**config.mk**
```make
export PLATFORM = sky130hd
export DESIGN_NAME = tracked_box_overlap_filter_top_flat
export DESIGN_NICKNAME = d
export VERILOG_FILES = /design/src/design/tbof_pkg.sv /design/src/design/tbof_in_if.sv /design/src/design/tbof_out_if.sv /design/src/design/tracked_box_overlap_filter_top.sv /design/src/design/tbof_cell.sv /design/src/design/tbof_cmp.sv /design/src/flat_wrapper.sv
export SDC_FILE = /design/constraint.sdc
export NUM_CORES = 2
export LEC_CHECK = 0
export ABC_AREA = 1
export BUFFER_PORTS_ARGS = -buffer_cell sky130_fd_sc_hd__buf_2
export CORE_ASPECT_RATIO = 0.6
export CORE_MARGIN = 2
export CORE_UTILIZATION = 43
export CTS_CLUSTER_SIZE = 25
export DETAILED_ROUTE_END_ITERATION = 6
export PLACE_DENSITY = 0.59
export SETUP_SLACK_MARGIN = 0.2
export SYNTH_ARGS = -nofsm -noshare
export SYNTH_HDL_FRONTEND = slang
export SYNTH_HIERARCHICAL = 1
export SYNTH_SLANG_ARGS = --single-unit
```
**constraint.sdc**
```tcl
create_clock -name clk_i -period 5.5 [get_ports clk_i]
set_input_delay 1.1 -clock clk_i [delete_from_list [all_inputs] [get_ports clk_i]]
set_output_delay 1.1 -clock clk_i [all_outputs]
set_load 0.03 [all_outputs]
```
**src/design/tbof_pkg.sv**
```systemverilog
// Package for the tracked box overlap filter.
// Holds the box type, operation codes, widths and the comparator result type.
// Depends on nothing; every other file of the block but tbof_out_if imports it.
`default_nettype none

package tbof_pkg;

  // Field widths of the transaction payload.
  localparam int unsigned COORD_W = 12;
  localparam int unsigned SLOT_W  = 4;
  localparam int unsigned PCT_W   = 7;

  // Derived arithmetic widths: an edge sum, an area and a scaled area.
  localparam int unsigned EDGE_W = COORD_W + 1;
  localparam int unsigned AREA_W = 2 * COORD_W;
  localparam int unsigned PROD_W = AREA_W + PCT_W;

  // Threshold register reset value and the percent scale.
  localparam logic [PCT_W-1:0]  PCT_RESET = 7'd10;
  localparam logic [PROD_W-1:0] PCT_SCALE = 31'd100;

  // Operation codes of an input transaction.
  localparam logic OP_STORE = 1'b0;
  localparam logic OP_CHECK = 1'b1;

  // One box: left and top edges, width and height.
  typedef struct packed {
    logic [COORD_W-1:0] x;
    logic [COORD_W-1:0] y;
    logic [COORD_W-1:0] w;
    logic [COORD_W-1:0] h;
  } box_t;

  // Result of one slot comparison leaving the overlap pipeline.
  typedef struct packed {
    logic valid;
    logic hit;
  } tbof_res_t;

endpackage

`default_nettype wire

```
**src/design/tbof_in_if.sv**
```systemverilog
// Input channel of the tracked box overlap filter: valid, ready and one item.
// Depends on tbof_pkg for the field widths.
`default_nettype none

interface tbof_in_if;
  import tbof_pkg::*;

  logic               valid;
  logic               ready;
  logic               operation;
  logic [SLOT_W-1:0]  slot;
  logic [COORD_W-1:0] box_x;
  logic [COORD_W-1:0] box_y;
  logic [COORD_W-1:0] box_width;
  logic [COORD_W-1:0] box_height;

  modport source (
    output valid, operation, slot, box_x, box_y, box_width, box_height,
    input  ready
  );

  modport sink (
    input  valid, operation, slot, box_x, box_y, box_width, box_height,
    output ready
  );

endinterface

`default_nettype wire

```
**src/design/tbof_out_if.sv**
```systemverilog
// Result channel of the tracked box overlap filter: valid, ready and keep.
// No dependencies.
`default_nettype none

interface tbof_out_if;

  logic valid;
  logic ready;
  logic keep;

  modport source (
    output valid, keep,
    input  ready
  );

  modport sink (
    input  valid, keep,
    output ready
  );

endinterface

`default_nettype wire

```
**src/design/tracked_box_overlap_filter_top.sv**
```systemverilog
// Tracked box overlap filter: a ring of tracked box cells and an overlap pipeline.
// Depends on tbof_pkg, tbof_in_if, tbof_out_if, tbof_cell and tbof_cmp.
//
// Usage: item_i carries store and check transactions. A store writes one box
// into a table slot (slots at or beyond MAX_TRACKED are ignored) and returns
// nothing. A check rotates the ring of MAX_TRACKED cells once, one cell a
// cycle into a four-stage overlap pipeline, and returns one keep bit on
// result_o. Keep follows the rotation, the four pipeline stages and the
// hand-off to the output register. item_i is ready only while no check is in
// progress, so a new check is taken only once the last one has handed off.
// The result register holds keep until result_o.ready; a store may be taken
// meanwhile, and a new check finishes only once the old result has left.
// cfg_we_i writes the overlap threshold in percent; write it only while idle.
// Reset empties every slot, sets the threshold to 10 and clears any result.
`default_nettype none

module tracked_box_overlap_filter_top #(
  parameter int unsigned MAX_TRACKED = 16
) (
  input  wire logic                        clk_i,
  input  wire logic                        rst_ni,
  tbof_in_if.sink                          item_i,
  tbof_out_if.source                       result_o,
  input  wire logic                        cfg_we_i,
  input  wire logic [tbof_pkg::PCT_W-1:0]  cfg_data_i
);
  import tbof_pkg::*;

  localparam int unsigned CntW = (MAX_TRACKED > 1) ? $clog2(MAX_TRACKED) : 1;
  localparam logic [CntW-1:0] LastCnt = CntW'(MAX_TRACKED - 1);

  typedef enum logic [1:0] {
    ST_IDLE,
    ST_WALK,
    ST_DRAIN,
    ST_DONE
  } state_e;

  state_e          state_q;
  logic [CntW-1:0] launch_cnt_q;
  logic [CntW-1:0] ret_cnt_q;
  logic            hit_q;
  logic            out_valid_q;
  logic            keep_q;
  logic [PCT_W-1:0] pct_q;
  box_t            cand_q;

  logic            in_fire;
  logic            store_en;
  logic            shift;
  box_t            in_box;
  box_t            ring_box [MAX_TRACKED];
  tbof_res_t       res;

  assign item_i.ready = (state_q == ST_IDLE);
  assign in_fire      = item_i.valid && item_i.ready;
  assign store_en     = in_fire && (item_i.operation == OP_STORE);
  assign shift        = (state_q == ST_WALK);

  assign in_box.x = item_i.box_x;
  assign in_box.y = item_i.box_y;
  assign in_box.w = item_i.box_width;
  assign in_box.h = item_i.box_height;

  // Ring of cells; cell 0 feeds the comparator, each cell takes its upper neighbor.
  for (genvar i = 0; i < MAX_TRACKED; i++) begin : g_cell
    tbof_cell u_cell (
      .clk_i     (clk_i),
      .rst_ni    (rst_ni),
      .shift_i   (shift),
      .wr_en_i   (store_en && (32'(item_i.slot) == 32'(i))),
      .wr_box_i  (in_box),
      .nbr_box_i (ring_box[(i + 1) % MAX_TRACKED]),
      .box_o     (ring_box[i])
    );
  end

  // Overlap test pipeline.
  tbof_cmp u_cmp (
    .clk_i   (clk_i),
    .rst_ni  (rst_ni),
    .valid_i (shift),
    .track_i (ring_box[0]),
    .cand_i  (cand_q),
    .pct_i   (pct_q),
    .res_o   (res)
  );

  // Threshold register.
  always_ff @(posedge clk_i or negedge rst_ni) begin
    if (!rst_ni) begin
      pct_q <= PCT_RESET;
    end else if (cfg_we_i) begin
      pct_q <= cfg_data_i;
    end
  end

  // Candidate box captured when a check is taken.
  always_ff @(posedge clk_i) begin
    if (in_fire && (item_i.operation == OP_CHECK)) begin
      cand_q <= in_box;
    end
  end

  // Check sequencer with the result register.
  always_ff @(posedge clk_i or negedge rst_ni) begin
    if (!rst_ni) begin
      state_q      <= ST_IDLE;
      launch_cnt_q <= '0;
      ret_cnt_q    <= '0;
      hit_q        <= 1'b0;
      out_valid_q  <= 1'b0;
      keep_q       <= 1'b0;
    end else begin
      if (out_valid_q && result_o.ready) begin
        out_valid_q <= 1'b0;
      end

      unique case (state_q)
        ST_IDLE: begin
          if (in_fire && (item_i.operation == OP_CHECK)) begin
            launch_cnt_q <= '0;
            ret_cnt_q    <= '0;
            hit_q        <= 1'b0;
            state_q      <= ST_WALK;
          end
        end
        ST_WALK: begin
          launch_cnt_q <= launch_cnt_q + 1'b1;
          if (launch_cnt_q == LastCnt) begin
            state_q <= ST_DRAIN;
          end
        end
        ST_DRAIN: begin
          state_q <= ST_DRAIN;
        end
        ST_DONE: begin
          if (!out_valid_q || result_o.ready) begin
            out_valid_q <= 1'b1;
            keep_q      <= !hit_q;
            state_q     <= ST_IDLE;
          end
        end
        default: begin
          state_q <= ST_IDLE;
        end
      endcase

      // Collect comparison results; the last one ends the drain.
      if (res.valid) begin
        hit_q     <= hit_q | res.hit;
        ret_cnt_q <= ret_cnt_q + 1'b1;
        if (ret_cnt_q == LastCnt) begin
          state_q <= ST_DONE;
        end
      end
    end
  end

  assign result_o.valid = out_valid_q;
  assign result_o.keep  = keep_q;

endmodule

`default_nettype wire

```
**src/design/tbof_cell.sv**
```systemverilog
// One cell of the tracked box ring: holds one box, loads a stored box or
// takes its neighbor's box while the ring rotates. Depends on tbof_pkg.
`default_nettype none

module tbof_cell (
  input  wire logic          clk_i,
  input  wire logic          rst_ni,
  input  wire logic          shift_i,
  input  wire logic          wr_en_i,
  input  wire tbof_pkg::box_t wr_box_i,
  input  wire tbof_pkg::box_t nbr_box_i,
  output tbof_pkg::box_t     box_o
);
  import tbof_pkg::*;

  box_t box_q;
  box_t box_d;

  // A store has priority; stores arrive only while the ring is at rest.
  always_comb begin
    box_d = box_q;
    if (wr_en_i) begin
      box_d = wr_box_i;
    end else if (shift_i) begin
      box_d = nbr_box_i;
    end
  end

  // The table resets to empty boxes.
  always_ff @(posedge clk_i or negedge rst_ni) begin
    if (!rst_ni) begin
      box_q <= '0;
    end else begin
      box_q <= box_d;
    end
  end

  assign box_o = box_q;

endmodule

`default_nettype wire

```
**src/design/tbof_cmp.sv**
```systemverilog
// Four-stage overlap test of one tracked box against the candidate box.
// Stages: edges, two areas, two scaled products, compare. Depends on tbof_pkg.
`default_nettype none

module tbof_cmp (
  input  wire logic                  clk_i,
  input  wire logic                  rst_ni,
  input  wire logic                  valid_i,
  input  wire tbof_pkg::box_t        track_i,
  input  wire tbof_pkg::box_t        cand_i,
  input  wire logic [tbof_pkg::PCT_W-1:0] pct_i,
  output tbof_pkg::tbof_res_t        res_o
);
  import tbof_pkg::*;

  logic [COORD_W-1:0] left;
  logic [COORD_W-1:0] top;
  logic [EDGE_W-1:0]  t_right;
  logic [EDGE_W-1:0]  c_right;
  logic [EDGE_W-1:0]  t_bottom;
  logic [EDGE_W-1:0]  c_bottom;
  logic [EDGE_W-1:0]  right;
  logic [EDGE_W-1:0]  bottom;
  logic [EDGE_W-1:0]  dx_wide;
  logic [EDGE_W-1:0]  dy_wide;
  logic               ok_d;

  logic               v1_q, v2_q, v3_q;
  logic               ok1_q, ok2_q, ok3_q;
  logic [COORD_W-1:0] dx1_q, dy1_q, tw1_q, th1_q;
  logic [AREA_W-1:0]  inter2_q, area2_q;
  logic [PROD_W-1:0]  lhs3_q, rhs3_q;
  logic               res_valid_q;
  logic               res_hit_q;

  // Intersection edges and the non-empty test.
  always_comb begin
    left     = (track_i.x > cand_i.x) ? track_i.x : cand_i.x;
    top      = (track_i.y > cand_i.y) ? track_i.y : cand_i.y;
    t_right  = {1'b0, track_i.x} + {1'b0, track_i.w};
    c_right  = {1'b0, cand_i.x} + {1'b0, cand_i.w};
    t_bottom = {1'b0, track_i.y} + {1'b0, track_i.h};
    c_bottom = {1'b0, cand_i.y} + {1'b0, cand_i.h};
    right    = (t_right < c_right) ? t_right : c_right;
    bottom   = (t_bottom < c_bottom) ? t_bottom : c_bottom;
    dx_wide  = right - {1'b0, left};
    dy_wide  = bottom - {1'b0, top};
    ok_d     = (track_i.w != '0) && (track_i.h != '0) &&
               (right > {1'b0, left}) && (bottom > {1'b0, top});
  end

  // Valid flags of the pipeline.
  always_ff @(posedge clk_i or negedge rst_ni) begin
    if (!rst_ni) begin
      v1_q        <= 1'b0;
      v2_q        <= 1'b0;
      v3_q        <= 1'b0;
      res_valid_q <= 1'b0;
    end else begin
      v1_q        <= valid_i;
      v2_q        <= v1_q;
      v3_q        <= v2_q;
      res_valid_q <= v3_q;
    end
  end

  // Data path; the overlap width never exceeds the tracked width, so 12 bits hold it.
  always_ff @(posedge clk_i) begin
    ok1_q     <= ok_d;
    dx1_q     <= dx_wide[COORD_W-1:0];
    dy1_q     <= dy_wide[COORD_W-1:0];
    tw1_q     <= track_i.w;
    th1_q     <= track_i.h;

    ok2_q     <= ok1_q;
    inter2_q  <= {{COORD_W{1'b0}}, dx1_q} * {{COORD_W{1'b0}}, dy1_q};
    area2_q   <= {{COORD_W{1'b0}}, tw1_q} * {{COORD_W{1'b0}}, th1_q};

    ok3_q     <= ok2_q;
    lhs3_q    <= {{PCT_W{1'b0}}, inter2_q} * PCT_SCALE;
    rhs3_q    <= {{AREA_W{1'b0}}, pct_i} * {{PCT_W{1'b0}}, area2_q};

    res_hit_q <= ok3_q && (lhs3_q >= rhs3_q);
  end

  assign res_o.valid = res_valid_q;
  assign res_o.hit   = res_hit_q;

endmodule

`default_nettype wire

```
**src/flat_wrapper.sv**
```systemverilog
// flat-port wrapper written by rule: the top's interface ports become plain ports
module tracked_box_overlap_filter_top_flat import tbof_pkg::*;
#(
  parameter int unsigned MAX_TRACKED = 16
)
  (clk_i, rst_ni, cfg_we_i, cfg_data_i, item_i_valid, item_i_operation, item_i_slot, item_i_box_x, item_i_box_y, item_i_box_width, item_i_box_height, item_i_ready, result_o_valid, result_o_keep, result_o_ready);
  tbof_in_if item_i_i ();
  tbof_out_if result_o_i ();
  input  wire logic clk_i;
  input  wire logic rst_ni;
  input  wire logic cfg_we_i;
  input  wire logic [tbof_pkg::PCT_W-1:0] cfg_data_i;
  input wire logic [$bits(item_i_i.valid)-1:0] item_i_valid;
  input wire logic [$bits(item_i_i.operation)-1:0] item_i_operation;
  input wire logic [$bits(item_i_i.slot)-1:0] item_i_slot;
  input wire logic [$bits(item_i_i.box_x)-1:0] item_i_box_x;
  input wire logic [$bits(item_i_i.box_y)-1:0] item_i_box_y;
  input wire logic [$bits(item_i_i.box_width)-1:0] item_i_box_width;
  input wire logic [$bits(item_i_i.box_height)-1:0] item_i_box_height;
  output wire logic [$bits(item_i_i.ready)-1:0] item_i_ready;
  output wire logic [$bits(result_o_i.valid)-1:0] result_o_valid;
  output wire logic [$bits(result_o_i.keep)-1:0] result_o_keep;
  input wire logic [$bits(result_o_i.ready)-1:0] result_o_ready;
  assign item_i_i.valid = item_i_valid;
  assign item_i_i.operation = item_i_operation;
  assign item_i_i.slot = item_i_slot;
  assign item_i_i.box_x = item_i_box_x;
  assign item_i_i.box_y = item_i_box_y;
  assign item_i_i.box_width = item_i_box_width;
  assign item_i_i.box_height = item_i_box_height;
  assign item_i_ready = item_i_i.ready;
  assign result_o_valid = result_o_i.valid;
  assign result_o_keep = result_o_i.keep;
  assign result_o_i.ready = result_o_ready;
  tracked_box_overlap_filter_top #(.MAX_TRACKED(MAX_TRACKED)) u_core (.clk_i(clk_i), .rst_ni(rst_ni), .item_i(item_i_i), .result_o(result_o_i), .cfg_we_i(cfg_we_i), .cfg_data_i(cfg_data_i));
endmodule
```
==> flow_summary.json <==
{
  "clk_pin_slew_ns": 0.07,
  "fin_crit_ns": 5.03,
  "status": "finished, violations left",
  "h-tree-depth": 3,
  "synth-seq-cells": 1000,
  "post_cts_buffers": 0,
  "critPathRequiredTime_ns": 6.03,
  "row_count": 108,
  "grt_antenna_before_repair": 20,
  "fillCellCount": 14300,
  "cts_made_buffers": 99,
  "initial_utilization_pct": 43.5,
  "fp.dieW_um": 498,
  "io_buffers": 67,
  "fmax_mhz": 199,
  "vias": 54200,
  "met1_usage_pct": 45.4,
  "clockBufferDepth": 3,
  "rsz0062_at_grt": "true",
  "cts_root_buf": "clkbuf_16",
  "start_kind": "flip-flop",
  "top_level_ports": 68,
  "synth_compound_area_share_pct": 3.65,
  "synth_nets": 8536,
  "viasPerCell": 5.62,
  "wirelength_mm": 210,
  "grt_max_degree": 172,
  "r2r_setup_slack_ns": 0.47,
  "areaGrowthSynthToFinish_pct": 8.71,
  "avgRoutedWirePerCell_um": 21.8,
  "path_cells": "buf_4 -> nand2_1 -> fa_1 -> fa_1 -> inv_1 -> fa_1 -> fa_1 -> ha_1 -> nand2_1 -> nor4_1 -> nand2_2 -> nand2_2 -> xor2_1",
  "maxSlewViolCount": 0,
  "yosysWarnings": 6,
  "cap_viol_max_count": 0,
  "cpPeakStageDelay_ns": 0.92,
  "synth.avg_cell_area_um2": 8.15,
  "drc_errors": 3,
  "crit_path_frequent_cell": "fa_1",
  "synth_top_family_by_area": "simple AND/OR/NAND/NOR gates",
  "cts_tree": "built",
  "ys.flop_type": "dfrtp_1",
  "dp_cells": 9455,
  "ant_nets": 0,
  "synth_xor_area_share_pct": 1.97,
  "finalSetupViolCount": 0,
  "gr-usage-met2_pct": 36.5,
  "dp_hpwl_mm": 147,
  "die_area_um2": 150000,
  "path_class": "flip-flop to flip-flop",
  "grt_overflow_total": 0,
  "async_flop_share_pct": 79.2,
  "busiest_layer": "met1",
  "violations": "design-rule violations",
  "first_global_vias": 52500,
  "nNetsFinal": 8431,
  "slowest_stage": "dfrtp_1",
  "ys_types": 57,
  "synthMuxAreaShare_pct": 0.125,
  "end_kind": "flip-flop",
  "slew_headroom_pct": 7.59,
  "ys_seq_area_share_pct": 38.8,
  "place.gp.congestion": 0.945,
  "fin_setup_tns_ns": 0,
  "layout-drive-gt1-share_pct": 6.31,
  "worstMarginPinSlew_ns": 1.38,
  "grt_util_all_layers_pct": 28.1,
  "fin_worst_skew_ns": 0.0645,
  "synth_cells": 7737,
  "synth_simple_gate_area_share_pct": 29.3,
  "synth_fa_ha_area_share_pct": 18.5,
  "first_pass_iters": 7,
  "period_share_pct": 91.5,
  "die_h_um": 301,
  "core_um2": 145000,
  "fin_cells": 9646,
  "clock_latency_ns": 0.75,
  "global_route.usage.met3_pct": 8.10,
  "cp_data_arrival_time_ns": 5.56,
  "grt_pass1_wl_mm": 325,
  "syn-cell-area_um2": 63100,
  "cp_max_fo": 19,
  "hold_violations": 0,
  "synth-edff-count": 48,
  "cts.sinks": 1000,
  "hold_path_class": "flip-flop to flip-flop",
  "drtIter0Drc": 6206
}
[cells in the final DEF (no fill, tap or decap), drive strengths merged]
cell and n:
nor3b 1, nand3 1631, mux2 7, a21oi 186, diode 7, edfxtp 48, nand2 2422, dfrtp 790
o21a 5, nand3b 7, bufinv 3, o21bai 12, nand4 25, xnor2 51, and2 6, dfstp 2
o211a 1, fa 334, clkinv 30, a21o 17, buf 188, a211oi 6, xor2 90, a31oi 14
a21boi 5, clkbuf 146, nor2 150, o221ai 1, or2 6, o21ai 141, nor4 6, o31ai 2
nor3 45, o211ai 6, ha 400, clkinvlp 1, a211o 1, dfxtp 160, inv 767, a221oi 1
[metal layers]
metal / part of all wire [%] / vias to the layer above
li1: - / 24700
met4: 1.5 / 16
met1: 50 / 26900
met5: 0.044 / -
met3: 11 / 222
met2: 37 / 2335
[logic make-up after synthesis]
group | Yosys count
buf+inv | 1159
compound gates | 398
mux | 7
xor+xnor | 141
fa+ha+maj | 734
simple gates | 4298
flops | 1000
[critical path, delay by kind of cell (launching register included)]
family                   cells  cell delay [ns]
adder cells (fa/ha/maj)      5             2.40
flip-flops                   1             0.92
AND/OR/NAND/NOR              5             0.76
XOR/XNOR                     1             0.44
buffers and inverters        2             0.30
[synth_stat cells, drive strengths merged, types with 17 or more instances]
master / n / area [um^2]
xor2: 90 / 796
buf: 235 / 1310
clkbuf: 160 / 602
inv: 764 / 2870
a21o: 17 / 128
dfxtp: 160 / 3200
xnor2: 51 / 447
nand4: 25 / 156
dfrtp: 790 / 19800
edfxtp: 48 / 1440
nand2: 2422 / 9120
nor2: 149 / 589
fa: 334 / 6690
a21oi: 186 / 976
ha: 400 / 5000
nor3: 45 / 245
o21ai: 141 / 781
nand3: 1631 / 8190
[metrics by stage]
| step | utilization (%) | instance area [um^2] | worst slack [ns] | hold slack (ns) |
|---|---|---|---|---|
| after floorplan | - | 63100 | 0.874 | 0.310 |
| after global placement | 44.9 | 65200 | 0.428 | 0.326 |
| after detailed placement | 44.9 | 65200 | 0.434 | 0.327 |
| after CTS | 47.2 | 68500 | 0.430 | 0.341 |
| after global routing | 47.2 | 68500 | 0.173 | 0.342 |
| final | 47.2 | 68600 | 0.466 | 0.341 |
[state kept, by name (all words and copies together), names as in the netlist, 4 cells and up]
signal,count
u_core/u_cmp/area2_q,24
u_core/u_cmp/dx1_q,12
u_core/g_cell.u_cell/box_o,768
u_core/pct_q,7
u_core/cand_q,48
u_core/u_cmp/inter2_q,24
u_core/launch_cnt_q,4
u_core/u_cmp/dy1_q,12
u_core/u_cmp/tw1_q,12
u_core/u_cmp/th1_q,12
u_core/ret_cnt_q,4
u_core/u_cmp/rhs3_q,31
u_core/u_cmp/lhs3_q,29
[cell type report]
type / count / area, um^2 / area share, %
repair buffers: 188 / 1420 / 2.07
diodes: 7 / 17.5 / 0.0256
multi-input cells: 5579 / 34000 / 49.6
clock buffers: 146 / 2900 / 4.24
flip-flops and latches: 1000 / 24500 / 35.7
well taps: 1925 / 2410 / 3.51
clock inverters: 37 / 427 / 0.622
inverters: 764 / 2880 / 4.19
[timing repair]
action                                  CTS  global route
hold buffers                              0             0
endpoints found under the hold margin     0             0
endpoints found under the setup margin    0            10
resized for setup                         0             8
[worst paths after layout]
kind                                                  start                                             end  cells past startpoint
worst max-delay path            u_core/pct_q[2]$_DFFE_PN0P_                 u_core/u_cmp/rhs3_q[22]$_DFF_P_                     13
worst min-delay path             u_core/u_cmp/ok1_q$_DFF_P_                      u_core/u_cmp/ok2_q$_DFF_P_                      0
worst max register to register  u_core/pct_q[2]$_DFFE_PN0P_                 u_core/u_cmp/rhs3_q[22]$_DFF_P_                     13
worst min register to register   u_core/u_cmp/ok1_q$_DFF_P_                      u_core/u_cmp/ok2_q$_DFF_P_                      0
max in group asynchronous                            rst_ni   u_core/g_cell[3].u_cell/box_o[27]$_DFFE_PN0P_                      2
min in group asynchronous                            rst_ni  u_core/g_cell[11].u_cell/box_o[42]$_DFFE_PN0P_                      1
Power is not shown: default switching activity piles up to over one toggle a cycle in this logic, so the estimate is an artifact.
